===== config.mk =====
export PLATFORM = sky130hd
export DESIGN_NAME = rational_add_mul_reduce_flat
export DESIGN_NICKNAME = d
export VERILOG_FILES = /design/src/hdl/rar_pkg.sv /design/src/hdl/rar_in_if.sv /design/src/hdl/rar_out_if.sv /design/src/hdl/rar_mul.sv /design/src/hdl/rar_div.sv /design/src/hdl/rational_add_mul_reduce.sv /design/src/flat_wrapper.sv
export SDC_FILE = /design/constraint.sdc
export NUM_CORES = 2
export LEC_CHECK = 0
export BUFFER_PORTS_ARGS = -buffer_cell sky130_fd_sc_hd__buf_2
export CELL_PAD_IN_SITES_DETAIL_PLACEMENT = 1
export CELL_PAD_IN_SITES_GLOBAL_PLACEMENT = 1
export CORE_ASPECT_RATIO = 0.5
export CORE_MARGIN = 2
export CORE_UTILIZATION = 53
export CTS_CLUSTER_SIZE = 40
export DETAILED_ROUTE_END_ITERATION = 8
export MAX_ROUTING_LAYER = met4
export PLACE_DENSITY_LB_ADDON = 0.12
export SETUP_SLACK_MARGIN = 0.1
export SLEW_MARGIN = 20
export SYNTH_ARGS = -nofsm -noshare
export SYNTH_HDL_FRONTEND = slang
export SYNTH_SLANG_ARGS = --single-unit

===== constraint.sdc =====
create_clock -name clk -period 7.91 [get_ports clk]
set_input_delay 0.791 -clock clk [delete_from_list [all_inputs] [get_ports clk]]
set_output_delay 0.791 -clock clk [all_outputs]
set_load 0.02 [all_outputs]

===== src/hdl/rar_pkg.sv =====
`timescale 1ns / 1ps
// ----------------------------------------------------------------------------
// rar_pkg
// Shared widths, types and helpers of the rational add/multiply/reduce unit.
// ----------------------------------------------------------------------------
package rar_pkg;

	localparam int OPERAND_WIDTH = 16;
	localparam int PROD_WIDTH    = 2 * OPERAND_WIDTH;
	localparam int WORK_WIDTH    = PROD_WIDTH + 2;
	localparam int NUM_WIDTH     = 33;
	localparam int DEN_WIDTH     = 32;
	localparam int MUL_CNT_WIDTH = $clog2(OPERAND_WIDTH);
	localparam int DIV_CNT_WIDTH = $clog2(WORK_WIDTH);

	localparam logic [1:0] FUNC_MUL    = 2'd0;
	localparam logic [1:0] FUNC_ADD    = 2'd1;
	localparam logic [1:0] FUNC_REDUCE = 2'd2;
	localparam logic [1:0] FUNC_RSVD   = 2'd3;

	typedef logic signed [OPERAND_WIDTH-1:0] opnd_t;
	typedef logic [OPERAND_WIDTH-1:0]        mag_t;
	typedef logic [PROD_WIDTH-1:0]           prod_t;
	typedef logic signed [WORK_WIDTH-1:0]    work_t;
	typedef logic [WORK_WIDTH-1:0]           wmag_t;

	typedef struct packed {
		logic  done;
		prod_t prod;
	} mul_out_t;

	typedef struct packed {
		logic  done;
		wmag_t quo;
		wmag_t rem;
	} div_out_t;

	function automatic mag_t abs_opnd(opnd_t v);
		logic [OPERAND_WIDTH:0] e;
		e = {v[OPERAND_WIDTH-1], v};
		if (v[OPERAND_WIDTH-1]) begin
			e = -e;
		end
		return e[OPERAND_WIDTH-1:0];
	endfunction

	function automatic wmag_t abs_work(work_t v);
		return v[WORK_WIDTH-1] ? wmag_t'(-v) : wmag_t'(v);
	endfunction

	function automatic work_t apply_sign(wmag_t m, logic neg);
		return neg ? -work_t'(m) : work_t'(m);
	endfunction

endpackage


===== src/hdl/rar_in_if.sv =====
`timescale 1ns / 1ps
// ----------------------------------------------------------------------------
// rar_in_if
// Request channel: operation code and two fractions.
// ----------------------------------------------------------------------------
interface rar_in_if;
	logic          valid;
	logic          ready;
	logic [1:0]    func;
	rar_pkg::opnd_t a_num;
	rar_pkg::opnd_t a_den;
	rar_pkg::opnd_t b_num;
	rar_pkg::opnd_t b_den;

	modport source (output valid, func, a_num, a_den, b_num, b_den, input ready);
	modport sink (input valid, func, a_num, a_den, b_num, b_den, output ready);
endinterface


===== src/hdl/rar_out_if.sv =====
`timescale 1ns / 1ps
// ----------------------------------------------------------------------------
// rar_out_if
// Result channel: numerator, denominator and status.
// ----------------------------------------------------------------------------
interface rar_out_if;
	logic                                  valid;
	logic                                  ready;
	logic signed [rar_pkg::NUM_WIDTH-1:0]  res_num;
	logic signed [rar_pkg::DEN_WIDTH-1:0]  res_den;
	logic                                  status;

	modport source (output valid, res_num, res_den, status, input ready);
	modport sink (input valid, res_num, res_den, status, output ready);
endinterface


===== src/hdl/rar_mul.sv =====
`timescale 1ns / 1ps
// ----------------------------------------------------------------------------
// rar_mul
// Bit-serial shift-add multiplier of two unsigned operand magnitudes.
// ----------------------------------------------------------------------------
module rar_mul (
	input  logic              clk,
	input  logic              arst_n,
	input  logic              start,
	input  rar_pkg::mag_t     op_a,
	input  rar_pkg::mag_t     op_b,
	output rar_pkg::mul_out_t res
);

	logic                              busy_q;
	logic [rar_pkg::MUL_CNT_WIDTH-1:0] cnt_q;
	rar_pkg::prod_t                    mcand_q;
	rar_pkg::mag_t                     mplier_q;
	rar_pkg::prod_t                    acc_q;
	logic                              done_q;

	always_ff @(posedge clk or negedge arst_n) begin
		if (!arst_n) begin
			busy_q <= 1'b0;
			done_q <= 1'b0;
			cnt_q  <= '0;
		end else begin
			done_q <= 1'b0;
			if (start) begin
				busy_q <= 1'b1;
				cnt_q  <= '0;
			end else if (busy_q) begin
				cnt_q <= cnt_q + 1'b1;
				if (cnt_q == rar_pkg::MUL_CNT_WIDTH'(rar_pkg::OPERAND_WIDTH - 1)) begin
					busy_q <= 1'b0;
					done_q <= 1'b1;
				end
			end
		end
	end

	always_ff @(posedge clk) begin
		if (start) begin
			mcand_q  <= rar_pkg::prod_t'(op_a);
			mplier_q <= op_b;
			acc_q    <= '0;
		end else if (busy_q) begin
			if (mplier_q[0]) begin
				acc_q <= acc_q + mcand_q;
			end
			mcand_q  <= mcand_q << 1;
			mplier_q <= mplier_q >> 1;
		end
	end

	assign res.done = done_q;
	assign res.prod = acc_q;

endmodule


===== src/hdl/rar_div.sv =====
`timescale 1ns / 1ps
// ----------------------------------------------------------------------------
// rar_div
// Bit-serial restoring divider: quotient and remainder of two magnitudes.
// ----------------------------------------------------------------------------
module rar_div (
	input  logic              clk,
	input  logic              arst_n,
	input  logic              start,
	input  rar_pkg::wmag_t    dividend,
	input  rar_pkg::wmag_t    divisor,
	output rar_pkg::div_out_t res
);

	logic                              busy_q;
	logic                              done_q;
	logic [rar_pkg::DIV_CNT_WIDTH-1:0] cnt_q;
	rar_pkg::wmag_t                    quo_q;
	logic [rar_pkg::WORK_WIDTH:0]      rem_q;
	rar_pkg::wmag_t                    dvs_q;
	logic [rar_pkg::WORK_WIDTH:0]      shifted;
	logic [rar_pkg::WORK_WIDTH:0]      trial;

	assign shifted = {rem_q[rar_pkg::WORK_WIDTH-1:0], quo_q[rar_pkg::WORK_WIDTH-1]};
	assign trial   = shifted - {1'b0, dvs_q};

	always_ff @(posedge clk or negedge arst_n) begin
		if (!arst_n) begin
			busy_q <= 1'b0;
			done_q <= 1'b0;
			cnt_q  <= '0;
		end else begin
			done_q <= 1'b0;
			if (start) begin
				busy_q <= 1'b1;
				cnt_q  <= '0;
			end else if (busy_q) begin
				cnt_q <= cnt_q + 1'b1;
				if (cnt_q == rar_pkg::DIV_CNT_WIDTH'(rar_pkg::WORK_WIDTH - 1)) begin
					busy_q <= 1'b0;
					done_q <= 1'b1;
				end
			end
		end
	end

	always_ff @(posedge clk) begin
		if (start) begin
			quo_q <= dividend;
			rem_q <= '0;
			dvs_q <= divisor;
		end else if (busy_q) begin
			if (!trial[rar_pkg::WORK_WIDTH]) begin
				rem_q <= trial;
				quo_q <= {quo_q[rar_pkg::WORK_WIDTH-2:0], 1'b1};
			end else begin
				rem_q <= shifted;
				quo_q <= {quo_q[rar_pkg::WORK_WIDTH-2:0], 1'b0};
			end
		end
	end

	assign res.done = done_q;
	assign res.quo  = quo_q;
	assign res.rem  = rem_q[rar_pkg::WORK_WIDTH-1:0];

endmodule


===== src/hdl/rational_add_mul_reduce.sv =====
`timescale 1ns / 1ps
// ----------------------------------------------------------------------------
// rational_add_mul_reduce
// Multiplies, adds and reduces fractions with serial multiply/divide units.
// Throughput: one request at a time; the next is taken once the sequencer is
// idle, while a finished result may still wait in the output register.
// Reset clears the sequencer, both serial units and the output valid flag.
// ----------------------------------------------------------------------------
module rational_add_mul_reduce (
	input  logic       clk,
	input  logic       arst_n,
	rar_in_if.sink     in_ch,
	rar_out_if.source  out_ch
);

	localparam logic [3:0] S_IDLE  = 4'd0;
	localparam logic [3:0] S_MUL   = 4'd1;
	localparam logic [3:0] S_MULW  = 4'd2;
	localparam logic [3:0] S_EINIT = 4'd3;
	localparam logic [3:0] S_EUC   = 4'd4;
	localparam logic [3:0] S_EUCW  = 4'd5;
	localparam logic [3:0] S_QN    = 4'd6;
	localparam logic [3:0] S_QNW   = 4'd7;
	localparam logic [3:0] S_QD    = 4'd8;
	localparam logic [3:0] S_QDW   = 4'd9;
	localparam logic [3:0] S_FIN   = 4'd10;

	logic [3:0]        state_q;
	logic [1:0]        k_q;
	logic              err_q;
	logic [1:0]        func_q;
	rar_pkg::opnd_t    an_q, ad_q, bn_q, bd_q;
	rar_pkg::work_t    num_q, den_q, x_q, y_q;
	logic              out_valid_q;
	logic signed [rar_pkg::NUM_WIDTH-1:0] out_num_q;
	logic signed [rar_pkg::DEN_WIDTH-1:0] out_den_q;
	logic              out_status_q;

	rar_pkg::opnd_t    mop_a, mop_b;
	logic              mul_start;
	rar_pkg::mul_out_t mul_res;
	rar_pkg::work_t    prod_s;
	logic              div_start;
	rar_pkg::wmag_t    dop_n, dop_d;
	rar_pkg::div_out_t div_res;
	logic              in_err;
	logic              out_free;

	assign in_ch.ready = (state_q == S_IDLE);
	assign out_free    = !out_valid_q || out_ch.ready;
	assign in_err = (in_ch.func == rar_pkg::FUNC_RSVD) || (in_ch.a_den == '0) ||
		((in_ch.func != rar_pkg::FUNC_REDUCE) && (in_ch.b_den == '0));

	always_comb begin
		unique case (k_q)
			2'd0: begin
				mop_a = ad_q;
				mop_b = bd_q;
			end
			2'd1: begin
				mop_a = an_q;
				mop_b = (func_q == rar_pkg::FUNC_MUL) ? bn_q : bd_q;
			end
			default: begin
				mop_a = bn_q;
				mop_b = ad_q;
			end
		endcase
	end

	always_comb begin
		unique case (state_q)
			S_EUC: begin
				dop_n = rar_pkg::abs_work(x_q);
				dop_d = rar_pkg::abs_work(y_q);
			end
			S_QN: begin
				dop_n = rar_pkg::abs_work(num_q);
				dop_d = rar_pkg::abs_work(x_q);
			end
			default: begin
				dop_n = rar_pkg::abs_work(den_q);
				dop_d = rar_pkg::abs_work(x_q);
			end
		endcase
	end

	assign mul_start = (state_q == S_MUL);
	assign div_start = (state_q == S_EUC && y_q != '0) || state_q == S_QN || state_q == S_QD;
	assign prod_s = rar_pkg::apply_sign(rar_pkg::wmag_t'(mul_res.prod),
		mop_a[rar_pkg::OPERAND_WIDTH-1] ^ mop_b[rar_pkg::OPERAND_WIDTH-1]);

	rar_mul u_mul (
		.clk    (clk),
		.arst_n (arst_n),
		.start  (mul_start),
		.op_a   (rar_pkg::abs_opnd(mop_a)),
		.op_b   (rar_pkg::abs_opnd(mop_b)),
		.res    (mul_res)
	);

	rar_div u_div (
		.clk      (clk),
		.arst_n   (arst_n),
		.start    (div_start),
		.dividend (dop_n),
		.divisor  (dop_d),
		.res      (div_res)
	);

	always_ff @(posedge clk or negedge arst_n) begin
		if (!arst_n) begin
			state_q     <= S_IDLE;
			k_q         <= '0;
			err_q       <= 1'b0;
			out_valid_q <= 1'b0;
		end else begin
			out_valid_q <= (state_q == S_FIN && out_free) || (out_valid_q && !out_ch.ready);
			unique case (state_q)
				S_IDLE: begin
					if (in_ch.valid) begin
						err_q <= in_err;
						k_q   <= '0;
						if (in_err) begin
							state_q <= S_FIN;
						end else if (in_ch.func == rar_pkg::FUNC_REDUCE) begin
							state_q <= S_EINIT;
						end else begin
							state_q <= S_MUL;
						end
					end
				end
				S_MUL: state_q <= S_MULW;
				S_MULW: begin
					if (mul_res.done) begin
						k_q <= k_q + 1'b1;
						if (k_q == 2'd2) begin
							state_q <= S_EINIT;
						end else if (k_q == 2'd1 && func_q == rar_pkg::FUNC_MUL) begin
							state_q <= S_FIN;
						end else begin
							state_q <= S_MUL;
						end
					end
				end
				S_EINIT: state_q <= S_EUC;
				S_EUC: begin
					if (y_q == '0) begin
						if (x_q == '0) begin
							err_q   <= 1'b1;
							state_q <= S_FIN;
						end else begin
							state_q <= S_QN;
						end
					end else begin
						state_q <= S_EUCW;
					end
				end
				S_EUCW: if (div_res.done) state_q <= S_EUC;
				S_QN: state_q <= S_QNW;
				S_QNW: if (div_res.done) state_q <= S_QD;
				S_QD: state_q <= S_QDW;
				S_QDW: if (div_res.done) state_q <= S_FIN;
				S_FIN: begin
					if (out_free) begin
						state_q <= S_IDLE;
					end
				end
				default: state_q <= S_IDLE;
			endcase
		end
	end

	always_ff @(posedge clk) begin
		if (state_q == S_IDLE && in_ch.valid) begin
			func_q <= in_ch.func;
			an_q   <= in_ch.a_num;
			ad_q   <= in_ch.a_den;
			bn_q   <= in_ch.b_num;
			bd_q   <= in_ch.b_den;
			num_q  <= rar_pkg::work_t'(in_ch.a_num);
			den_q  <= rar_pkg::work_t'(in_ch.a_den);
		end
		if (state_q == S_MULW && mul_res.done) begin
			unique case (k_q)
				2'd0:    den_q <= prod_s;
				2'd1:    num_q <= prod_s;
				default: num_q <= num_q + prod_s;
			endcase
		end
		if (state_q == S_EINIT) begin
			x_q <= (num_q > den_q) ? num_q : den_q;
			y_q <= (num_q > den_q) ? den_q : num_q;
		end
		if (state_q == S_EUCW && div_res.done) begin
			x_q <= y_q;
			y_q <= rar_pkg::apply_sign(div_res.rem, x_q[rar_pkg::WORK_WIDTH-1]);
		end
		if (state_q == S_QNW && div_res.done) begin
			num_q <= rar_pkg::apply_sign(div_res.quo,
				num_q[rar_pkg::WORK_WIDTH-1] ^ x_q[rar_pkg::WORK_WIDTH-1]);
		end
		if (state_q == S_QDW && div_res.done) begin
			den_q <= rar_pkg::apply_sign(div_res.quo,
				den_q[rar_pkg::WORK_WIDTH-1] ^ x_q[rar_pkg::WORK_WIDTH-1]);
		end
		if (state_q == S_FIN && out_free) begin
			out_num_q    <= err_q ? '0 : num_q[rar_pkg::NUM_WIDTH-1:0];
			out_den_q    <= err_q ? '0 : den_q[rar_pkg::DEN_WIDTH-1:0];
			out_status_q <= err_q;
		end
	end

	assign out_ch.valid   = out_valid_q;
	assign out_ch.res_num = out_num_q;
	assign out_ch.res_den = out_den_q;
	assign out_ch.status  = out_status_q;

	a_err_zero: assert property (@(posedge clk) disable iff (!arst_n)
		out_ch.valid && out_ch.status |-> out_ch.res_num == '0 && out_ch.res_den == '0)
		else $error("error result with nonzero fields");

	a_accept_leaves_idle: assert property (@(posedge clk) disable iff (!arst_n)
		in_ch.valid && in_ch.ready |=> state_q != S_IDLE)
		else $error("transfer did not start the sequencer");

	a_no_stray_done: assert property (@(posedge clk) disable iff (!arst_n)
		state_q == S_IDLE |-> !div_res.done && !mul_res.done)
		else $error("arithmetic unit finished while idle");

endmodule

===== src/flat_wrapper.sv =====
// flat-port wrapper written by rule: the top's interface ports become plain ports
module rational_add_mul_reduce_flat 
  (clk, arst_n, in_ch_valid, in_ch_func, in_ch_a_num, in_ch_a_den, in_ch_b_num, in_ch_b_den, in_ch_ready, out_ch_valid, out_ch_res_num, out_ch_res_den, out_ch_status, out_ch_ready);
  rar_in_if in_ch_i ();
  rar_out_if out_ch_i ();
  input  logic clk;
  input  logic arst_n;
  input wire logic [$bits(in_ch_i.valid)-1:0] in_ch_valid;
  input wire logic [$bits(in_ch_i.func)-1:0] in_ch_func;
  input wire logic [$bits(in_ch_i.a_num)-1:0] in_ch_a_num;
  input wire logic [$bits(in_ch_i.a_den)-1:0] in_ch_a_den;
  input wire logic [$bits(in_ch_i.b_num)-1:0] in_ch_b_num;
  input wire logic [$bits(in_ch_i.b_den)-1:0] in_ch_b_den;
  output wire logic [$bits(in_ch_i.ready)-1:0] in_ch_ready;
  output wire logic [$bits(out_ch_i.valid)-1:0] out_ch_valid;
  output wire logic [$bits(out_ch_i.res_num)-1:0] out_ch_res_num;
  output wire logic [$bits(out_ch_i.res_den)-1:0] out_ch_res_den;
  output wire logic [$bits(out_ch_i.status)-1:0] out_ch_status;
  input wire logic [$bits(out_ch_i.ready)-1:0] out_ch_ready;
  assign in_ch_i.valid = in_ch_valid;
  assign in_ch_i.func = in_ch_func;
  assign in_ch_i.a_num = in_ch_a_num;
  assign in_ch_i.a_den = in_ch_a_den;
  assign in_ch_i.b_num = in_ch_b_num;
  assign in_ch_i.b_den = in_ch_b_den;
  assign in_ch_ready = in_ch_i.ready;
  assign out_ch_valid = out_ch_i.valid;
  assign out_ch_res_num = out_ch_i.res_num;
  assign out_ch_res_den = out_ch_i.res_den;
  assign out_ch_status = out_ch_i.status;
  assign out_ch_i.ready = out_ch_ready;
  rational_add_mul_reduce u_core (.clk(clk), .arst_n(arst_n), .in_ch(in_ch_i), .out_ch(out_ch_i));
endmodule

# Yosys cells after proc, flatten, opt, wreduce, memory -nomap -nowiden
# Index checks and enable logic that the tools add are counted.
# totals
ff_bits,472
latch_bits,0
mem_bits_rw,0
mem_bits_ro,0
input_bits,70
output_inout_bits,68
word_cells,181
memories,0
# op_classes
n_addsub,15
n_mul,0
n_div,0
order_cmp,1
n_eq_ne,25
shifts,0
n_mux,73
bitwise,3
reduce_logical,35
# op_table
operator,count
$mux W34,25
$neg A34 Y34,6
$pmux W34 S2,2
$mux W16,7
$logic_not A34 Y1,2
$pmux W16 S2,2
$mux W4,13
$pmux W4 S11,1
$sub A35 B34 Y35,1
$add A34 B34 Y34,1
$gt A34 B34 Y1,1
$neg A32 Y34,1
$reduce_bool A34 Y1,1
$add A32 B32 Y32,1
$logic_not A16 Y1,2
$neg A16 Y16,2
$eq A4 B3 Y1 const B,4
$eq A4 B4 Y1 const B,4
$mux W1,16
$ne A2 B2 Y1 const B,8
$mux W6,2
$logic_and A1 B1 Y1,10
$reduce_bool A2 Y1,5
$eq A4 B2 Y1 const B,2
other kinds (20),33

# Logic depth before layout (Yosys ltp)
# depth
word_depth,9
ltp_mapped,22

# Modules after synthesis
# A second synthesis with hierarchy kept.
# hier_totals
hier_cells,3788
area_unflattened_um2,33621.0
# modules_own_cells
mod,instances,cells_per_inst,area_each_um2
rational_add_mul_reduce,1,2604,22043.6
rar_div,1,659,6578.8
rar_mul,1,525,4998.5

# Least setup slack after synthesis
# No wires, ideal clock.
# synth_timing
path_type,register to register
start,register u_core.k_q[0]
end,register u_core.num_q[25]
setup_time_ns,0.122
arrival_ns,4.825
slack_ns,2.964
stages_incl_launch_ff,22
n_path_buf,2
path_cell_list,dfrtp_1 -> inv_1 -> ha_1 -> clkbuf_1 -> nor2_2 -> a22oi_1 -> o21ai_1 -> xnor2_1 -> clkbuf_1 -> nand2_1 -> o21ai_0 -> ha_1 -> a211oi_1 -> o211ai_1 -> a221oi_1 -> o21ai_0 -> a31oi_1 -> o21ai_0 -> a21oi_1 -> o21ai_0 -> xor2_1 -> a221o_1
# synth_between
elab_chain_len,8
elab_cells_between_ends,10
cone_classes,1 x add/sub; 1 x eq/ne; 6 x mux; 1 x bitwise; 1 x reduce/logical
# synth_lines
element,line,rtl
from (decl),rational_add_mul_reduce.sv:29,logic [1:0] k_q;
from (signal assigned),rational_add_mul_reduce.sv:136,k_q <= k_q + 1'b1;
$eq A2 B1 Y1 or $logic_not A2 Y1 (tied branches),"rational_add_mul_reduce.sv:55, rational_add_mul_reduce.sv:185",
$pmux W16 S2,rational_add_mul_reduce.sv:55,unique case (k_q)
$xor A1 B1 Y1,rational_add_mul_reduce.sv:91,mop_a[rar_pkg::OPERAND_WIDTH-1] ^ mop_b[rar_pkg::OPERAND_WIDTH-1]);
$mux W34,rar_pkg.sv:52,return neg ? -work_t'(m) : work_t'(m);
$add A34 B34 Y34,rational_add_mul_reduce.sv:188,default: num_q <= num_q + prod_s;
$pmux W34 S2 *,rational_add_mul_reduce.sv:185,unique case (k_q)
$mux W34 *,rational_add_mul_reduce.sv:184,if (state_q == S_MULW && mul_res.done) begin
$mux W34 *,rational_add_mul_reduce.sv:199,if (state_q == S_QNW && div_res.done) begin
to (signal assigned),rational_add_mul_reduce.sv:187,2'd1: num_q <= prod_s;
to (signal assigned),rational_add_mul_reduce.sv:188,
to (signal assigned),rational_add_mul_reduce.sv:200,"num_q <= rar_pkg::apply_sign(div_res.quo,"
to (decl),rational_add_mul_reduce.sv:33,"rar_pkg::work_t num_q, den_q, x_q, y_q;"
# Every way passes the cells marked *; elsewhere a longest branch is shown, timed or not.
# A chain may end at the register's enable or synchronous reset.

# Worst setup path in the final report
# layout_timing
start,register u_core.k_q[1]
end,register u_core.num_q[25]
# The elaborated chain is that of the path after synthesis.

==> qor.txt <==
Core area = 59800 um2
M1 wire length = 53.1 mm
Post-detail-place hpwl = 87.5 mm
Dominant synthesized flop cell = edfxtp_1
Worst reg2reg setup slack = 1.69 ns
CTS max path bufs = 3
CTS Hold Bufs = 0
Die ar. = 63200 um2
Final TNS setup = 0 ns
Post-synth EDFFs = 300
Chip Width = 354 um
Syn_nets = 3905
Pins Over Slew Limit = 0
Placed cells = 4472
PD cells = 146 nW/um2
Die Height = 179 um
Post-synth top area share = 0.278
Synth-to-Final Area Change = 9.18%
Critical path class = register to register
Cts bufs inserted = 47
Syn Inst Count = 3685
HP Class = input pin to async pin
Post-DR vias/cell = 6.57
RePlAce Congestion = 0.952
IO Pins = 138
XOR/XNOR share of the synthesized area = 0.0998
Clock slew at reported path FFs = 0.08 ns
Post-synth top cells = nand2_1 (432), o21ai_0 (345), a21oi_1 (314), edfxtp_1 (300), nor2_1 (268)
Tmin final = 6.22 ns
Highest routed layer = met4
CTS tree = built
Most frequent cell after synthesis = nand2_1
First-pass GRT wire length = 183 mm
GRT Total Usage = 0.385
Slew @ Worst Pin = 1.08 ns
Worst R2R End = u_core.num_q[25]$_DFF_P_
Post-Layout Cell Count = 4560
Detailed Route Iter0 Violations = 3634
Synth top area cells = edfxtp_1 (28%), dfxtp_1 (9.3%), xnor2_1 (6.4%), ha_1 (5.7%), o21ai_0 (5.3%)
Port Buffers = 137
Drt wl/cell = 26.2 um
Final Setup Violations = 0
Main combinational cell family by area after synthesis = compound AO/OA/AOI/OAI gates
Crit path max fanout = 43
H-tree lvl count = 2
Antenna Cells = 0
# DRC = 3
Failing checks = DRC
Vias in the first global route = 29900
Nets = 3929
Via count = 30000
Final period util = 0.786
RSZ-0062 raised after global routing = no
Critical Path Sink Type = register
Initial Util = 0.541
Total gr overflow = 0
RR Startpoint = u_core.k_q[1]$_DFFE_PN0P_
Fraction of registers with async set/reset = 0.0466
Synth Cell Area = 32400 um2
Initial DRT Pass Iterations = 9
Met3 wire len = 11.7 mm
Simple logic cell fraction of the synthesized area = 0.161
Final design utilization = 0.591
Hold Vio Cnt, Final = 0
Root buffer cell = clkbuf_16
Fmax = 0.161 GHz
Req. time, crit path = 8.40 ns
Hold WS = 0.263 ns
WL met2 = 51.7 mm
Worst path arrival time = 6.70 ns
Site Rows = 63
Post-synthesis mux area share = 0.0409
Antenna-violating nets left = 0
Clock Sinks = 472
Slew headroom = 0.279
R2R cell count = 21
Synth cell types = 88
Pleak = 14.9 nW
Register area share after synthesis = 0.388
Flops & latches, synth = 472
Initial antenna violation count = 1
Maximum VDD drop = 0.171 mV
Post-CTS Repair Setup Buffers = 0
Yosys warnings = 0
Synth area leader = edfxtp_1
Routed Wire Length = 119 mm
Layout cells sized above 1 = 0.0880
Pin count of the biggest net entering global routing = 101
Filler cells = 7022
Resized cells post-CTS = 0
CP Launch Point = u_core.k_q[1]$_DFFE_PN0P_
Clk_lat worst skew = 0.62 ns
Max Cap Violations = 0
Post-Synth Adder-Cell Area = 0.0587
Post-synthesis compound-gate area fraction = 0.209
Status = finished, violations left
Syn Area/Cell = 8.78 um2
Worst setup SP type = register
Setup Skew = 0.0272 ns
==> area by class of cell <==
| type | count | area, um2 | share of cell area |
|---|---|---|---|
| clock buffer | 61 | 1280 | 0.0362 |
| timing repair buffer | 197 | 1140 | 0.0321 |
| tap | 812 | 1020 | 0.0287 |
| inverter | 125 | 472 | 0.0133 |
| multi-input combinational | 2866 | 18500 | 0.524 |
| sequential | 472 | 12600 | 0.356 |
| clock inverter | 27 | 354 | 0.0100 |
==> layer usage <==
layer,GRT usage,vias to the layer above
li1,-,13500
met1,0.542,15000
met2,0.578,1346
met3,0.0654,197
met4,0.0933,0
met5,-,-
==> through the flow <==
step	instance area (um2)	power (W)	setup WS [ns]
global route	35300	0.00525	1.24
floorplan	32400	0.00267	2.96
CTS	35300	0.00516	1.74
global placement	33700	0.00270	1.89
finish	35300	0.00515	1.69
detailed placement	33700	0.00270	1.80
==> cells in the final DEF, fill, tap and decap left out, drive strengths merged, types with 65 or more instances in the layout <==
master	instances
a21o	65
a21oi	314
buf	197
dfxtp	150
edfxtp	300
ha	147
inv	125
mux2i	131
nand2	434
nor2	269
o21ai	382
xnor2	235
xor2	133
==> worst max-delay path: stages (launching register included) <==
cell	delay, ns
dfrtp_1	0.39
inv_1	0.12
ha_1	0.28
buf_4	0.50
a22o_1	0.28
a21oi_1	0.05
buf_4	0.19
xnor2_2	0.55
buf_4	0.32
o21ai_0	0.14
xnor2_1	0.21
ha_1	0.39
o211ai_1	0.11
nor2_1	0.13
a221oi_1	0.11
o21ai_0	0.54
a31oi_1	0.21
o21ai_0	0.54
a21oi_1	0.27
o21ai_0	0.31
xor2_1	0.11
a221o_1	0.34
==> report_power, final <==
group	leakage [nW]	internal, W	switching (W)	total, W
Sequential	4.27	0.00260	0.0000000740	0.00260
Combinational	9.87	0.0000175	0.0000346	0.0000521
Clock	0.801	0.00141	0.00109	0.00250
Total	14.9	0.00403	0.00112	0.00515
==> registers in the layout, summed over array words and instances, names as in the netlist, 6 cells and up <==
register / count
u_core.ad_q: 16
u_core.an_q: 16
u_core.bd_q: 16
u_core.bn_q: 16
u_core.den_q: 34
u_core.num_q: 34
u_core.out_ch.res_den: 32
u_core.out_ch.res_num: 33
u_core.u_div.cnt_q: 6
u_core.u_div.dvs_q: 34
u_core.u_div.quo_q: 34
u_core.u_div.rem_q: 34
u_core.u_mul.acc_q: 32
u_core.u_mul.mcand_q: 32
u_core.u_mul.mplier_q: 16
u_core.x_q: 34
u_core.y_q: 34
==> logic make-up (layout without fill, tap and decap cells) <==
family | after synthesis | after routing
simple gates | 1100 | 1100
buf+inv | 347 | 410
mux | 132 | 132
compound gates | 1116 | 1116
xor+xnor | 368 | 368
flops | 472 | 472
fa+ha+maj | 150 | 150
==> how the worst max path moves through the flow <==
stage / to / slack (ns)
floorplan: u_core.num_q[25]$_DFF_P_ / 2.96
global placement: u_core.num_q[25]$_DFF_P_ / 1.89
detailed placement: u_core.num_q[25]$_DFF_P_ / 1.80
CTS: u_core.num_q[25]$_DFF_P_ / 1.74
global route: u_core.num_q[25]$_DFF_P_ / 1.24
finish: u_core.num_q[25]$_DFF_P_ / 1.69
No activity file was read; power rests on OpenSTA's default activity.
